===== src/rtl/u16u8_pkg.sv =====
package u16u8_pkg;

    // Default depth of the queue between the front and back halves.
    localparam int QUEUE_DEPTH_DEFAULT = 4;

    // Surrogate ranges and the supplementary plane base.
    localparam logic [15:0] HIGH_SURR_FIRST = 16'hD800;
    localparam logic [15:0] HIGH_SURR_LAST  = 16'hDBFF;
    localparam logic [15:0] LOW_SURR_FIRST  = 16'hDC00;
    localparam logic [15:0] LOW_SURR_LAST   = 16'hDFFF;
    localparam logic [20:0] SUPP_BASE       = 21'h10000;

    // Code point limits for the one, two and three byte forms.
    localparam logic [20:0] LIMIT_1BYTE = 21'h00080;
    localparam logic [20:0] LIMIT_2BYTE = 21'h00800;
    localparam logic [20:0] LIMIT_3BYTE = 21'h10000;

    // UTF-8 lead and continuation byte prefixes.
    localparam logic [2:0] LEAD2_PREFIX = 3'b110;
    localparam logic [3:0] LEAD3_PREFIX = 4'b1110;
    localparam logic [4:0] LEAD4_PREFIX = 5'b11110;
    localparam logic [1:0] CONT_PREFIX  = 2'b10;

    // Most bytes one item can produce: a flushed surrogate plus a BMP unit.
    localparam int MAX_BYTES = 6;
    localparam int LEN_W     = 3;

    // Encoding of one code point, bytes left-aligned, first byte on top.
    typedef struct packed {
        logic [31:0]      bytes;
        logic [LEN_W-1:0] len;
    } cp_enc_t;

    // One queued item: all of its output bytes, first byte on top.
    typedef struct packed {
        logic [8*MAX_BYTES-1:0] bytes;
        logic [LEN_W-1:0]       len;
        logic                   string_last;
    } job_t;

    // Encodes one code point of up to 21 bits as UTF-8.
    function automatic cp_enc_t encode_cp(input logic [20:0] cp);
        cp_enc_t r;
        if (cp < LIMIT_1BYTE) begin
            r.bytes = {cp[7:0], 24'h0};
            r.len   = LEN_W'(1);
        end else if (cp < LIMIT_2BYTE) begin
            r.bytes = {LEAD2_PREFIX, cp[10:6], CONT_PREFIX, cp[5:0], 16'h0};
            r.len   = LEN_W'(2);
        end else if (cp < LIMIT_3BYTE) begin
            r.bytes = {LEAD3_PREFIX, cp[15:12], CONT_PREFIX, cp[11:6],
                       CONT_PREFIX, cp[5:0], 8'h0};
            r.len   = LEN_W'(3);
        end else begin
            r.bytes = {LEAD4_PREFIX, cp[20:18], CONT_PREFIX, cp[17:12],
                       CONT_PREFIX, cp[11:6], CONT_PREFIX, cp[5:0]};
            r.len   = LEN_W'(4);
        end
        return r;
    endfunction

endpackage


===== src/rtl/utf16_to_utf8_transcoder.sv =====
// UTF-16 to UTF-8 transcoder. Each input item is one UTF-16 code unit with a flag
// for the last unit of a string; each result item is one UTF-8 byte, with run_last
// on the last byte an input item caused and string_done on the last byte of the
// string. A high surrogate that is not last is held and produces nothing; a
// following low surrogate completes a four-byte sequence, anything else first
// flushes the held surrogate as three bytes. Lone surrogates come out as
// three-byte sequences. The front half classifies and encodes one unit per cycle
// into a queue of QUEUE_DEPTH items; the back half sends one byte per cycle from
// a registered output while the output is taken. An input item yields zero to six
// bytes at the output, and the input accepts one item per cycle while the queue
// has room. The first byte of an item passes through the queue, the current-item
// register and the output register before it appears.
module utf16_to_utf8_transcoder #(
    parameter int QUEUE_DEPTH = u16u8_pkg::QUEUE_DEPTH_DEFAULT
) (
    input  logic        aclk,
    input  logic        aresetn,
    input  logic [15:0] s_code_unit,
    input  logic        s_string_last,
    input  logic        s_valid,
    output logic        s_ready,
    output logic [7:0]  m_out_byte,
    output logic        m_run_last,
    output logic        m_string_done,
    output logic        m_valid,
    input  logic        m_ready
);

    logic             q_full;
    logic             q_push;
    logic             q_pop;
    logic             q_not_empty;
    u16u8_pkg::job_t  push_job;
    u16u8_pkg::job_t  pop_job;

    assign s_ready = !q_full;

    // Front half: surrogate pairing and encoding.
    u16u8_front u_front (
        .aclk        (aclk),
        .aresetn     (aresetn),
        .code_unit   (s_code_unit),
        .string_last (s_string_last),
        .accept      (s_valid && s_ready),
        .push        (q_push),
        .job         (push_job)
    );

    // Queue of encoded items.
    u16u8_queue #(
        .DEPTH (QUEUE_DEPTH)
    ) u_queue (
        .aclk      (aclk),
        .aresetn   (aresetn),
        .push      (q_push),
        .push_job  (push_job),
        .full      (q_full),
        .pop       (q_pop),
        .not_empty (q_not_empty),
        .pop_job   (pop_job)
    );

    // Back half: byte serializer.
    u16u8_back u_back (
        .aclk        (aclk),
        .aresetn     (aresetn),
        .q_not_empty (q_not_empty),
        .q_job       (pop_job),
        .q_pop       (q_pop),
        .out_byte    (m_out_byte),
        .run_last    (m_run_last),
        .string_done (m_string_done),
        .out_valid   (m_valid),
        .out_ready   (m_ready)
    );

endmodule


===== src/rtl/u16u8_front.sv =====
module u16u8_front (
    input  logic                 aclk,
    input  logic                 aresetn,
    input  logic [15:0]          code_unit,
    input  logic                 string_last,
    input  logic                 accept,
    output logic                 push,
    output u16u8_pkg::job_t      job
);

    logic       held_valid_reg;
    logic       held_valid_next;
    logic [9:0] held_bits_reg;
    logic [9:0] held_bits_next;

    logic                 is_high;
    logic                 is_low;
    logic                 pair;
    logic                 flush_held;
    logic                 has_main;
    logic [20:0]          main_cp;
    u16u8_pkg::cp_enc_t   held_enc;
    u16u8_pkg::cp_enc_t   main_enc;

    // Classify the incoming unit.
    assign is_high = (code_unit >= u16u8_pkg::HIGH_SURR_FIRST) &&
                     (code_unit <= u16u8_pkg::HIGH_SURR_LAST);
    assign is_low  = (code_unit >= u16u8_pkg::LOW_SURR_FIRST) &&
                     (code_unit <= u16u8_pkg::LOW_SURR_LAST);

    // Decide what the item produces and what stays held.
    always_comb begin
        pair            = held_valid_reg && is_low;
        flush_held      = held_valid_reg && !is_low;
        has_main        = 1'b1;
        main_cp         = {5'h0, code_unit};
        held_valid_next = held_valid_reg;
        held_bits_next  = held_bits_reg;
        if (pair) begin
            main_cp = u16u8_pkg::SUPP_BASE + {1'b0, held_bits_reg, code_unit[9:0]};
        end else if (is_high && !string_last) begin
            has_main = 1'b0;
        end
        if (accept) begin
            held_valid_next = !pair && is_high && !string_last;
            held_bits_next  = (!pair && is_high && !string_last) ? code_unit[9:0] : 10'h0;
        end
    end

    // Encode the flushed surrogate and the main code point in parallel.
    assign held_enc = u16u8_pkg::encode_cp({5'h0, u16u8_pkg::HIGH_SURR_FIRST[15:10],
                                            held_bits_reg});
    assign main_enc = u16u8_pkg::encode_cp(main_cp);

    // Pack the bytes of the item, a flushed surrogate first.
    always_comb begin
        job.string_last = string_last;
        if (flush_held) begin
            job.bytes = {held_enc.bytes[31:8], main_enc.bytes[31:8]};
            job.len   = has_main ? (held_enc.len + main_enc.len) : held_enc.len;
        end else begin
            job.bytes = {main_enc.bytes, 16'h0};
            job.len   = main_enc.len;
        end
    end

    assign push = accept && (flush_held || has_main);

    // Held high surrogate.
    always_ff @(posedge aclk) begin
        if (!aresetn) begin
            held_valid_reg <= 1'b0;
            held_bits_reg  <= 10'h0;
        end else begin
            held_valid_reg <= held_valid_next;
            held_bits_reg  <= held_bits_next;
        end
    end

endmodule


===== src/rtl/u16u8_queue.sv =====
module u16u8_queue #(
    parameter int DEPTH = u16u8_pkg::QUEUE_DEPTH_DEFAULT
) (
    input  logic             aclk,
    input  logic             aresetn,
    input  logic             push,
    input  u16u8_pkg::job_t  push_job,
    output logic             full,
    input  logic             pop,
    output logic             not_empty,
    output u16u8_pkg::job_t  pop_job
);

    localparam int PTR_W = (DEPTH > 1) ? $clog2(DEPTH) : 1;
    localparam int CNT_W = $clog2(DEPTH + 1);
    localparam logic [PTR_W-1:0] LAST_PTR = PTR_W'(DEPTH - 1);

    u16u8_pkg::job_t  entries [DEPTH];
    logic [PTR_W-1:0] wr_ptr_reg;
    logic [PTR_W-1:0] wr_ptr_next;
    logic [PTR_W-1:0] rd_ptr_reg;
    logic [PTR_W-1:0] rd_ptr_next;
    logic [CNT_W-1:0] count_reg;
    logic [CNT_W-1:0] count_next;

    assign full      = (count_reg == CNT_W'(DEPTH));
    assign not_empty = (count_reg != '0);
    assign pop_job   = entries[rd_ptr_reg];

    // Pointer and fill count update with wraparound at any depth.
    always_comb begin
        wr_ptr_next = wr_ptr_reg;
        rd_ptr_next = rd_ptr_reg;
        count_next  = count_reg;
        if (push) begin
            wr_ptr_next = (wr_ptr_reg == LAST_PTR) ? '0 : wr_ptr_reg + 1'b1;
        end
        if (pop) begin
            rd_ptr_next = (rd_ptr_reg == LAST_PTR) ? '0 : rd_ptr_reg + 1'b1;
        end
        if (push && !pop) begin
            count_next = count_reg + 1'b1;
        end else if (pop && !push) begin
            count_next = count_reg - 1'b1;
        end
    end

    always_ff @(posedge aclk) begin
        if (!aresetn) begin
            wr_ptr_reg <= '0;
            rd_ptr_reg <= '0;
            count_reg  <= '0;
        end else begin
            wr_ptr_reg <= wr_ptr_next;
            rd_ptr_reg <= rd_ptr_next;
            count_reg  <= count_next;
        end
    end

    // Entry storage.
    always_ff @(posedge aclk) begin
        if (push) begin
            entries[wr_ptr_reg] <= push_job;
        end
    end

endmodule


===== src/rtl/u16u8_back.sv =====
module u16u8_back (
    input  logic             aclk,
    input  logic             aresetn,
    input  logic             q_not_empty,
    input  u16u8_pkg::job_t  q_job,
    output logic             q_pop,
    output logic [7:0]       out_byte,
    output logic             run_last,
    output logic             string_done,
    output logic             out_valid,
    input  logic             out_ready
);

    localparam int BYTES_W = 8 * u16u8_pkg::MAX_BYTES;

    logic                          cur_valid_reg;
    logic                          cur_valid_next;
    logic [BYTES_W-1:0]            cur_bytes_reg;
    logic [BYTES_W-1:0]            cur_bytes_next;
    logic [u16u8_pkg::LEN_W-1:0]   cur_left_reg;
    logic [u16u8_pkg::LEN_W-1:0]   cur_left_next;
    logic                          cur_last_reg;
    logic                          cur_last_next;

    logic       out_valid_reg;
    logic       out_valid_next;
    logic [7:0] out_byte_reg;
    logic       run_last_reg;
    logic       string_done_reg;

    logic out_free;
    logic emit;
    logic finishing;

    // A byte moves to the output register whenever that register frees up and an item is loaded.
    assign out_free  = !out_valid_reg || out_ready;
    assign emit      = out_free && cur_valid_reg;
    assign finishing = emit && (cur_left_reg == u16u8_pkg::LEN_W'(1));
    assign q_pop     = q_not_empty && (!cur_valid_reg || finishing);

    // Current item: load from the queue or shift out one byte.
    always_comb begin
        cur_valid_next = cur_valid_reg;
        cur_bytes_next = cur_bytes_reg;
        cur_left_next  = cur_left_reg;
        cur_last_next  = cur_last_reg;
        if (q_pop) begin
            cur_valid_next = 1'b1;
            cur_bytes_next = q_job.bytes;
            cur_left_next  = q_job.len;
            cur_last_next  = q_job.string_last;
        end else if (emit) begin
            cur_valid_next = !finishing;
            cur_bytes_next = {cur_bytes_reg[BYTES_W-9:0], 8'h0};
            cur_left_next  = cur_left_reg - 1'b1;
        end
    end

    assign out_valid_next = out_free ? emit : out_valid_reg;

    always_ff @(posedge aclk) begin
        if (!aresetn) begin
            cur_valid_reg <= 1'b0;
            out_valid_reg <= 1'b0;
        end else begin
            cur_valid_reg <= cur_valid_next;
            out_valid_reg <= out_valid_next;
        end
    end

    always_ff @(posedge aclk) begin
        cur_bytes_reg <= cur_bytes_next;
        cur_left_reg  <= cur_left_next;
        cur_last_reg  <= cur_last_next;
    end

    // Output register.
    always_ff @(posedge aclk) begin
        if (emit) begin
            out_byte_reg    <= cur_bytes_reg[BYTES_W-1 -: 8];
            run_last_reg    <= finishing;
            string_done_reg <= finishing && cur_last_reg;
        end
    end

    assign out_valid   = out_valid_reg;
    assign out_byte    = out_byte_reg;
    assign run_last    = run_last_reg;
    assign string_done = string_done_reg;

endmodule

===== config.mk =====
export PLATFORM = sky130hd
export DESIGN_NAME = utf16_to_utf8_transcoder
export DESIGN_NICKNAME = d
export VERILOG_FILES = /design/src/rtl/u16u8_pkg.sv /design/src/rtl/utf16_to_utf8_transcoder.sv /design/src/rtl/u16u8_front.sv /design/src/rtl/u16u8_queue.sv /design/src/rtl/u16u8_back.sv
export SDC_FILE = /design/constraint.sdc
export NUM_CORES = 1
export LEC_CHECK = 0
export ABC_CLOCK_PERIOD_IN_PS = 7300
export BUFFER_PORTS_ARGS = -buffer_cell sky130_fd_sc_hd__buf_2
export CAP_MARGIN = 20
export CORE_MARGIN = 2
export CORE_UTILIZATION = 50
export DETAILED_ROUTE_END_ITERATION = 8
export PLACE_DENSITY = 0.76
export SLEW_MARGIN = 10
export SYNTH_ARGS = -nofsm -noshare
export SYNTH_HDL_FRONTEND = slang
export SYNTH_SLANG_ARGS = --single-unit

===== constraint.sdc =====
create_clock -name aclk -period 7.3 [get_ports aclk]
set_input_delay 1.46 -clock aclk [delete_from_list [all_inputs] [get_ports aclk]]
set_output_delay 1.46 -clock aclk [all_outputs]
set_load 0.05 [all_outputs]

* After elaboration in Yosys (flattened, before gate mapping)
Memory sizes are Yosys's and may differ from the RTL's. A register that Yosys moved wholly into a read port is not among the register bits. Index checks and enable logic that the tools add are counted.
Storage, ports and cells: bits in registers 82, bits in writable memories 208, input bits 21, output and inout port bits 12, word-level logic and storage cells 85, memories kept 1
Operators by class: add/sub/neg operators 7, magnitude comparators 7, equality and inequality tests 4, multiplexer cells 23, reductions and logical operators 30
Memories:
- u_queue.entries | words 4, width 52, rd ports 1, clocked after memory_dff 1, write ports 1, line u16u8_queue.sv:18 | u16u8_pkg::job_t entries [DEPTH];
Operators with widths (number):
- $mux 48 | 2
- $mux 35 | 2
- $mux 51 | 1
- $ge 16x16->1 const B | 2
- $le 16x16->1 const B | 2
- $mux 32 | 1
- $add 17x20->21 const A | 1
- $lt 21x12->1 const B | 1
- $lt 21x17->1 const B | 1
- $lt 21x8->1 const B | 1
- $mux 21 | 1
- $logic_and 1x1->1 | 15
- $mux 3 | 5
- $mux 10 | 1
- $logic_not 1->1 | 9
- $mux 2 | 4
- $mux 1 | 6
- $sub 3x1->3 const B | 2
- $add 2x1->2 const B | 2
- $eq 2x2->1 const B | 2
- $reduce_bool 2->1 | 2
- $add 2x3->3 const A | 1
- $add 3x1->3 const B | 1
- $eq 3x1->1 const B | 1
- 3 further kinds | 5

* Longest topological paths before layout
Gate-level depths: netlist of the first run.
depth after elaboration 11, depth in mapped cells 13, gate-level depth less buffers 11

* Modules after synthesis
A second synthesis of the first run with hierarchy kept.
Unflattened totals: cell total of the unflattened synthesis 795, area total of the unflattened synthesis 12695.9 µm²
Modules (own cells, without submodules):
- u16u8_queue | times used 1, cells an instance 316, area each 8023.9 µm²
- u16u8_back | times used 1, cells an instance 240, area each 3088.0 µm²
- u16u8_front | times used 1, cells an instance 237, area each 1574.0 µm²
- utf16_to_utf8_transcoder | times used 1, cells an instance 2, area each 10.0 µm²

* Least setup slack after synthesis of the first run
No wires, ideal clock.
path type input-to-reg, start input port m_ready, end register u_back.cur_bytes_reg[0] (enable), arrival time 3259 ps, required time 6710 ps, slack 3450 ps, stages on the path 6, path buffers 2, cell sequence nor2b_1 o21ai_0 o31ai_1 buf_2 buf_1 nand2_1
Between the ends: cells in the longest elaborated chain, start to end 6
RTL lines:
- start: declaration | line utf16_to_utf8_transcoder.sv:26 | input logic m_ready
- $logic_or 1x1->1 (*) | line u16u8_back.sv:36 | assign out_free = !out_valid_reg || out_ready;
- $logic_and 1x1->1 (*) | line u16u8_back.sv:37 | assign emit = out_free && cur_valid_reg;
- $logic_and 1x1->1 | line u16u8_back.sv:38 | assign finishing = emit && (cur_left_reg == u16u8_pkg::LEN_W'(1));
- $logic_or 1x1->1 | line u16u8_back.sv:39 | assign q_pop = q_not_empty && (!cur_valid_reg || finishing);
- $logic_and 1x1->1 | line u16u8_back.sv:39
- $reduce_bool 2->1 (no source line) (*)
- end signal: assignment | line u16u8_back.sv:72 | cur_bytes_reg <= cur_bytes_next;
- end: declaration | line u16u8_back.sv:18 | logic [BYTES_W-1:0] cur_bytes_reg;
Every way passes the cells marked *; elsewhere a longest branch is shown, timed or not. A chain may end at the register's enable or synchronous reset.

==> results of run 1 <==
metrics by stage:
stage	util (%)	worst slack, ps	cells	cell area [um2]
finish	56.6	3540	1020	12800
global route	56.6	3340	1020	12800
CTS	56.6	3610	1020	12800
detailed placement	52.7	3090	969	11900
global placement	52.7	3200	969	11900
floorplan	-	3450	679	11500
cells in the final DEF (no fill, tap or decap), drive strengths merged, types with 11 or more instances in the layout:
| cell type | netlist | layout |
|---|---|---|
| and2 | 11 | 11 |
| a21boi | 14 | 14 |
| clkbuf | 20 | 35 |
| o21ai | 11 | 11 |
| nor2b | 14 | 14 |
| nand2 | 29 | 29 |
| mux4 | 48 | 48 |
| clkinv | 0 | 14 |
| nand3 | 24 | 24 |
| mux2 | 36 | 36 |
| edfxtp | 252 | 252 |
| a21oi | 33 | 33 |
| inv | 17 | 17 |
| buf | 17 | 42 |
| nor2 | 31 | 31 |
| dfxtp | 22 | 22 |
power breakdown:
group / switching (uW) / leakage, uW / internal [uW]
registers: 159 / 0.00251 / 2120
clock network: 553 / 0.000429 / 791
logic: 552 / 0.00126 / 503
total: 1270 / 0.00419 / 3410
metal layers:
layer,track usage [%],share of wire [%]
met5,0,0
met4,3.63,1.2
met3,2.92,6.6
met2,31.4,49
met1,28.1,44
worst max path at each step:
stage | depth (start not counted) | slack, ps | start | end
2_1_floorplan | 6 | 3450 | m_ready | u_back.cur_bytes_reg[0]
3_3_place_gp | 6 | 3200 | s_code_unit[13] | u_queue.entries[0][38]
3_5_place_dp | 6 | 3090 | s_code_unit[13] | u_queue.entries[1][38]
4_1_cts | 6 | 3610 | s_code_unit[13] | u_queue.entries[2][38]
5_1_grt | 6 | 3340 | s_code_unit[13] | u_queue.entries[2][38]
6_report | 6 | 3540 | s_code_unit[13] | u_queue.entries[2][38]
area by class of cell:
class                   instances  area share, %
repair buffers                 42           1.84
flip-flops and latches        274           62.7
well taps                     285           2.79
clock buffers                  35           5.86
clock inverters                16          0.969
inverters                      17          0.499
multi-input cells             351           25.3
worst max-delay path, stage by stage:
cell and delay [ps]:
buf_2 140, nand4b_2 280, nor2_1 740, nand2_1 710
o21a_1 380, a32o_1 300
cells by family after synthesis:
kind of cell             count (synthesis)
AO/OA/AOI/OAI                          105
XOR/XNOR                                 5
adder cells (fa/ha/maj)                 10
buffers and inverters                   54
flip-flops                             274
multiplexers                            93
AND/OR/NAND/NOR                        138
==> impl_metrics.yaml, run 1 <==
clocking:
  cts_buffers: 28
  cts.path.max_buffers: 3
  cts_setup_buffers: 0
  cts_tree: "built"
  clock_latency_ps: 540
  htreeDepth: 1
  ctsHoldBuffers: 0
  clk_pin_slew_ps: 60
  cts_sinks: 274
  post_cts_resize_count: 0
  root_buffer: "clkbuf_16"
sta:
  fin_skew_ps: 21.4
  fin_crit_sh_pct: 51.5
  hold_ws_ps: 420
  period_needed_ps: 3760
  rsz0062_at_grt: "false"
  hold_viol: 0
  finalSetupTns_ps: 0
  slew_headroom_pct: 28.1
  slew_viol_final: 0
  fmax_mhz: 266
  setup_viol: 0
  tightest_slew_ps: 1080
route:
  vias_per_cell: 6.03
  routed_wl_um: 22800
  wl_per_cell_um: 22.4
  ant_nets: 0
  dr_total_vias: 6149
  drc: 0
  first_iter_violations: 628
  dr.pass1.iters: 5
layout:
  multi_input_area_mm2: 0.00324
  drive_gt1_share_pct: 25.7
  fin_nets: 745
  largest_reg_flops: 192
  n_fill_cell: 1713
  seqCellArea_mm2: 0.00801
  area_growth_pct: 11.4
  n_antenna_cell: 0
synthesis:
  synth_xor_area_share_pct: 0.382
  synth_edf_count: 252
  synthFlopType: "edfxtp_1"
  ys_types: 66
  yosysWarnings: 0
  syn_area_per_cell_um2: 16.9
  synth_compound_area_share_pct: 6.50
  synthSimpleGateAreaFrac_pct: 6.25
  syn-instance-count: 679
  yosysSeqAreaShare_pct: 69.8
  synthTopCellsByCount: "252 x edfxtp_1, 48 x mux4_2, 36 x mux2_2"
  yosysTopAreaCell: "edfxtp_1"
  synthAdderAreaFrac_pct: 1.16
  netlist_top_cells_area: "edfxtp_1 66%, mux4_2 9.4%, dfxtp_1 3.8%"
  syn-num-nets: 710
  synth_top_family_by_area: "multiplexers"
  yosysMostFrequentCell: "edfxtp_1"
  synthesis.area_mm2: 0.0115
  muxShareOfSynthArea_pct: 13.7
  synth_seq_cells: 274
  async_reset_ff_share_pct: 0
  synth_top_area_share_pct: 66.0
outcome:
  status: "complete, no violations"
hold_path:
  min_from: "u_back.cur_bytes_reg[41]"
  holdPathStages: 0
  hold_end: "u_back.out_byte[1]"
  hold_class: "register to register"
floorplan:
  coreArea_mm2: 0.0226
  chipHeight_um: 155
  dieArea_mm2: 0.0242
  io_pins: 33
  core.rowCount: 55
  initial_core_util_pct: 50.8
  fp.dieW_um: 155
power:
  ir_drop_v: 0.000371
  cellLeakagePower_uw: 0.00419
  power.density_mw_per_mm2: 366
  p_total_uw: 4680
setup_path:
  startpoint_type: "input pin"
  crit_required_ps: 7560
  crit_type: "input pin to register"
  path_max_fanout: 16
  r2r_start: "u_front.held_bits_reg[6]"
  r2r_cells: 6
  r2r_slack_ps: 4030
  reg2reg_to: "u_queue.entries[2][38]"
  crit_path_end_kind: "register"
  worstPathArrival_ps: 4020
run:
  max_cap_violations: 0
grt:
  overflow: 0
  grt_pass1_wl_um: 35600
  grtUsageTotal_pct: 19.2
  antenna_found_initial: 0
  grt_pass1_vias: 6242
  grt_max_degree: 58
placement:
  post-dp-hpwl_um: 13900
  portBuffers: 32
  gp_congestion: 0.852
Note: power is estimated with default switching activity, not from simulation.
==> run 2, diff against run 1 <==
--- a/config.mk
+++ b/config.mk
@@ -5,7 +5,7 @@
 export SDC_FILE = /design/constraint.sdc
 export NUM_CORES = 1
 export LEC_CHECK = 0
-export ABC_CLOCK_PERIOD_IN_PS = 7300
+export ABC_CLOCK_PERIOD_IN_PS = 3800
 export BUFFER_PORTS_ARGS = -buffer_cell sky130_fd_sc_hd__buf_2
 export CAP_MARGIN = 20
 export CORE_MARGIN = 2
==> constraint.sdc (replaced) <==
create_clock -name aclk -period 3.8 [get_ports aclk]
set_input_delay 0.76 -clock aclk [delete_from_list [all_inputs] [get_ports aclk]]
set_output_delay 0.76 -clock aclk [all_outputs]
set_load 0.05 [all_outputs]
==> run 2 against run 1 <==
Compared with the run above: total power increased by 96%; hold slack barely moved; final area increased by 1.4%; clock-buffer cell count fell by 5; sequential power rose by 91%; combinational power up 99%; setup slack got worse by 2700 ps; clock power grew 100%; core utilization up 0.78 points; critical path type is now register to register; cell count rose by 0.69%.
==> impl_metrics.yaml, run 2 (synthesis gave the netlist of run 1 again) <==
layout:
  layout_common_cells: "252 x edfxtp_1, 48 x mux4_2, 36 x mux2_2"
  n_fill_cell: 1686
  fin_util_pct: 57.4
  area_growth_pct: 12.9
  drive_gt1_share_pct: 27.8
  n_antenna_cell: 0
  multi_input_area_mm2: 0.00324
  finish.instance_area_mm2: 0.0130
  largest_reg_flops: 192
  fin_nets: 752
  seqCellArea_mm2: 0.00801
  mostFrequentLayoutCell: "edfxtp_1"
power:
  p_int_uw: 6730
  seqPwrFrac_pct: 47.3
  p_total_uw: 9190
  ir_drop_v: 0.000530
  net-switching-power_uw: 2460
  swShare_pct: 26.8
  p_clk_share_pct: 29.7
  p_comb_share_pct: 22.9
  cellLeakagePower_uw: 0.00428
  power.density_mw_per_mm2: 709
setup_path:
  reg2reg_to: "u_queue.count_reg[2]"
  r2r_start: "u_queue.count_reg[0]"
  r2r_slack_ps: 890
  startpoint_type: "register"
  crit_required_ps: 4260
  crit_type: "register to register"
  worstPathArrival_ps: 3370
  r2r_cells: 9
  crit_path_end_kind: "register"
  path_max_fanout: 12
floorplan:
  fp.dieW_um: 155
  initial_core_util_pct: 50.8
  chipHeight_um: 155
  coreArea_mm2: 0.0226
  dieArea_mm2: 0.0242
  io_pins: 33
  core.rowCount: 55
sta:
  fin_crit_sh_pct: 76.7
  fmax_mhz: 343
  rsz0062_at_grt: "false"
  fin_skew_ps: 13.2
  hold_viol: 0
  slew_viol_final: 0
  finalSetupTns_ps: 0
  setup_viol: 0
  setup_ws_ps: 887
  tightest_slew_ps: 829
  period_needed_ps: 2910
  slew_headroom_pct: 44.3
route:
  met1_length_um: 9720
  drc: 0
  routed_wl_um: 22600
  vias_per_cell: 6.00
  highest_layer: "met4"
  met2WireLength_um: 11200
  ant_nets: 0
  dr_total_vias: 6161
  wl_per_cell_um: 22.0
  first_iter_violations: 625
  dr.pass1.iters: 6
  met3_length_um: 1390
clocking:
  htreeDepth: 1
  clock_latency_ps: 530
  clk_pin_slew_ps: 60
  root_buffer: "clkbuf_16"
  cts_buffers: 27
  cts_setup_buffers: 0
  cts.path.max_buffers: 3
  cts_sinks: 274
  post_cts_resize_count: 0
  cts_tree: "built"
  ctsHoldBuffers: 0
grt:
  grtUsageTotal_pct: 19.4
  grt_pass1_vias: 6312
  overflow: 0
  grt_max_degree: 58
  antenna_found_initial: 0
  grt_pass1_wl_um: 35900
run:
  max_cap_violations: 0
outcome:
  status: "complete, no violations"
placement:
  place_ws_ps: 705
  post-dp-hpwl_um: 14400
  gp_congestion: 0.951
  portBuffers: 32
  dpl_cell_area_mm2: 0.0120
hold_path:
  holdPathStages: 0
  hold_end: "u_back.out_byte[3]"
  min_from: "u_back.cur_bytes_reg[43]"
  hold_class: "register to register"
## run 2: changes by cell type in the layout (fill, tap and decap cells not counted), sizes merged
cell and change:
clkinv -2, clkinvlp +1, buf +8, inv +2, bufinv +3, clkbuf -5
## run 2: layout make-up
cell class | count | share of cell area (%)
multi-input cells | 351 | 25.0
flip-flops and latches | 274 | 61.9
repair buffers | 50 | 2.76
well taps | 285 | 2.75
inverters | 17 | 0.493
clock inverters | 20 | 1.84
clock buffers | 30 | 5.30
## run 2: worst max-delay path, cell delays in order (launching register included)
cell	delay, ps
dfxtp_1	480
nor3b_1	140
nand2b_1	340
a21oi_1	500
ha_1	280
inv_1	70
fa_1	380
xor2_1	170
or3_1	310
a21boi_0	160
## run 2: worst max-delay path by stage
stage                                     from                 endpoint  slack, ps  cells after the start
after global placement         s_code_unit[13]     u_queue.count_reg[2]        810                     10
final                     u_queue.count_reg[0]     u_queue.count_reg[2]        890                      9
after floorplan                        m_ready  u_back.cur_bytes_reg[0]        650                      6
after global routing      u_queue.count_reg[0]     u_queue.count_reg[2]        700                      9
after detailed placement       s_code_unit[13]     u_queue.count_reg[2]        700                     10
after CTS                 u_queue.count_reg[0]     u_queue.count_reg[2]        860                      9
## run 2: metal layers
metal / up-vias / GRT usage (%)
met5: - / 0
met3: 29 / 2.62
met2: 208 / 32.7
met4: 0 / 3.84
li1: 2774 / -
met1: 3150 / 27.5
## run 2: power by group through the flow
| stage | sequential [uW] | clock (uW) | combinational, uW |
|---|---|---|---|
| after global routing | 4420 | 2900 | 2290 |
| after detailed placement | 4420 | 0 | 2140 |
| final | 4350 | 2730 | 2110 |
| after CTS | 4360 | 2790 | 2150 |
| after global placement | 4390 | 0 | 2080 |
| after floorplan | 4370 | 0 | 1570 |
## run 2: metrics by stage
step,instances,hold WS (ps)
6_report,1027,420
5_1_grt,1027,422
4_1_cts,1027,421
3_5_place_dp,977,406
3_3_place_gp,977,406
2_1_floorplan,679,400
==> run 3, diff against run 2 <==
--- a/config.mk
+++ b/config.mk
@@ -5,7 +5,7 @@
 export SDC_FILE = /design/constraint.sdc
 export NUM_CORES = 1
 export LEC_CHECK = 0
-export ABC_CLOCK_PERIOD_IN_PS = 3800
+export ABC_CLOCK_PERIOD_IN_PS = 2700
 export BUFFER_PORTS_ARGS = -buffer_cell sky130_fd_sc_hd__buf_2
 export CAP_MARGIN = 20
 export CORE_MARGIN = 2
==> constraint.sdc (replaced) <==
create_clock -name aclk -period 2.7 [get_ports aclk]
set_input_delay 0.54 -clock aclk [delete_from_list [all_inputs] [get_ports aclk]]
set_output_delay 0.54 -clock aclk [all_outputs]
set_load 0.05 [all_outputs]
==> run 3 against run 2 <==
Compared with the run above: die area is the same; non-clock buffer count grew 18; hold slack lost 160 ps.
==> impl_metrics.yaml, run 3 (synthesis gave the netlist of run 1 again) <==
setup_path:
  crit_path_end_kind: "register"
  path_max_fanout: 11
  crit_required_ps: 2970
  crit_path_frequent_cell: "buf_4"
  startpoint_type: "register"
  critical_path.top_delay_family: "compound AO/OA/AOI/OAI gates"
  crit_buf_inv: 2
  worstPathArrival_ps: 2760
  crit_type: "register to register"
  crit_chain: "ha_1, and3b_1, o21a_1, buf_4, a211o_1, a21oi_1, o21ai_0, buf_4"
  crit_slowest_cell: "dfxtp_1"
  slowest_delay_ps: 360
layout:
  n_fill_cell: 1696
  drive_gt1_share_pct: 28.5
  n_antenna_cell: 0
  largest_reg_flops: 192
  area_growth_pct: 13.9
  fin_nets: 770
  layout_common_cells: "252 x edfxtp_1, 48 x mux4_2, 36 x mux2_2"
  mostFrequentLayoutCell: "edfxtp_1"
  seqCellArea_mm2: 0.00801
  multi_input_area_mm2: 0.00325
  finish.instance_area_mm2: 0.0131
clocking:
  root_buffer: "clkbuf_16"
  cts_buffers: 27
  cts_tree: "built"
  ctsHoldBuffers: 0
  clock_latency_ps: 530
  cts.path.max_buffers: 3
  cts_sinks: 274
  clk_pin_slew_ps: 60
  cts_setup_buffers: 0
  htreeDepth: 1
  post_cts_resize_count: 0
run:
  max_cap_violations: 0
route:
  vias_per_cell: 5.96
  highest_layer: "met4"
  routed_wl_um: 23400
  dr_total_vias: 6220
  met1_length_um: 10400
  dr.pass1.iters: 5
  ant_nets: 0
  drc: 0
  met2WireLength_um: 11300
  met3_length_um: 1420
  first_iter_violations: 575
  wl_per_cell_um: 22.4
floorplan:
  dieArea_mm2: 0.0242
  chipHeight_um: 155
  coreArea_mm2: 0.0226
  io_pins: 33
  core.rowCount: 55
  initial_core_util_pct: 50.8
  fp.dieW_um: 155
power:
  p_clk_share_pct: 27.6
  swShare_pct: 27.0
  cellLeakagePower_uw: 0.00432
  power.density_mw_per_mm2: 972
  seqPwrFrac_pct: 47.2
  p_int_uw: 9260
  p_comb_share_pct: 25.2
  ir_drop_v: 0.000741
  net-switching-power_uw: 3430
grt:
  antenna_found_initial: 0
  grt_pass1_wl_um: 37400
  overflow: 0
  grt_pass1_vias: 6563
  grtUsageTotal_pct: 20.2
  grt_max_degree: 58
placement:
  post-dp-hpwl_um: 14600
  place_ws_ps: 41.8
  gp_congestion: 0.947
  portBuffers: 32
  dpl_cell_area_mm2: 0.0122
sta:
  finalSetupTns_ps: 0
  setup_viol: 0
  setup_ws_ps: 211
  slew_headroom_pct: 53.4
  hold_ws_ps: 255
  fin_crit_sh_pct: 92.2
  slew_viol_final: 0
  fin_skew_ps: 22.7
  rsz0062_at_grt: "false"
  period_needed_ps: 2490
  fmax_mhz: 402
  tightest_slew_ps: 697
  hold_viol: 0
hold_path:
  hold_class: "input pin to register"
outcome:
  status: "complete, no violations"
## run 3: changes by cell type in the layout (fill, tap and decap cells not counted), moves of 2 or more
cell	change
buf_12	+4
buf_4	+14
bufinv_16	-4
clkbuf_1	+7
clkbuf_8	+2
clkinv_1	+4
clkinv_2	-9
## run 3: final cells by class
cell class	count	share of cell area [%]
Clock buffer	40	5.86
Clock inverter	9	0.536
Inverter	17	0.488
Multi-Input combinational cell	351	24.9
Sequential cell	274	61.3
Tap cell	285	2.73
Timing Repair Buffer	68	4.16
## run 3: worst paths after layout
kind	start	to	slack (ps)	cells past startpoint
setup / recovery	u_front.held_bits_reg[7]	u_queue.entries[2][46]	210	8
hold / removal	s_string_last	u_queue.entries[2][0]	250	1
setup reg to reg	u_front.held_bits_reg[7]	u_queue.entries[2][46]	210	8
hold reg to reg	u_back.cur_bytes_reg[41]	u_back.out_byte[1]	420	0
## run 3: routing by layer
metal	global-route usage, %	vias to the layer above
met1	29.4	3165
met4	3.98	0
met3	3.04	31
li1	-	2798
met5	0	-
met2	33.0	226
## run 3: per-stage QoR
stage	instances	utilization, %	total power, uW
global placement	995	54.1	9190
detailed placement	995	54.1	9320
finish	1044	57.9	12700
floorplan	679	-	8350
global route	1044	57.9	13300
CTS	1044	57.8	12800
## run 3: worst reg2reg max path: cells and delay by family, from the launching register on
kind                     cells  cell delay [ps]
buffers and inverters        2              420
AO/OA/AOI/OAI                4             1010
adder cells (fa/ha/maj)      1              240
AND/OR/NAND/NOR              1              220
flip-flops                   1              360
## run 3: power by group through the flow
stage | combinational (uW) | clock [uW] | sequential (uW)
2_1_floorplan | 2220 | 0 | 6130
3_3_place_gp | 3160 | 0 | 6030
3_5_place_dp | 3240 | 0 | 6080
4_1_cts | 3270 | 3580 | 6000
5_1_grt | 3480 | 3750 | 6060
6_report | 3200 | 3510 | 5990
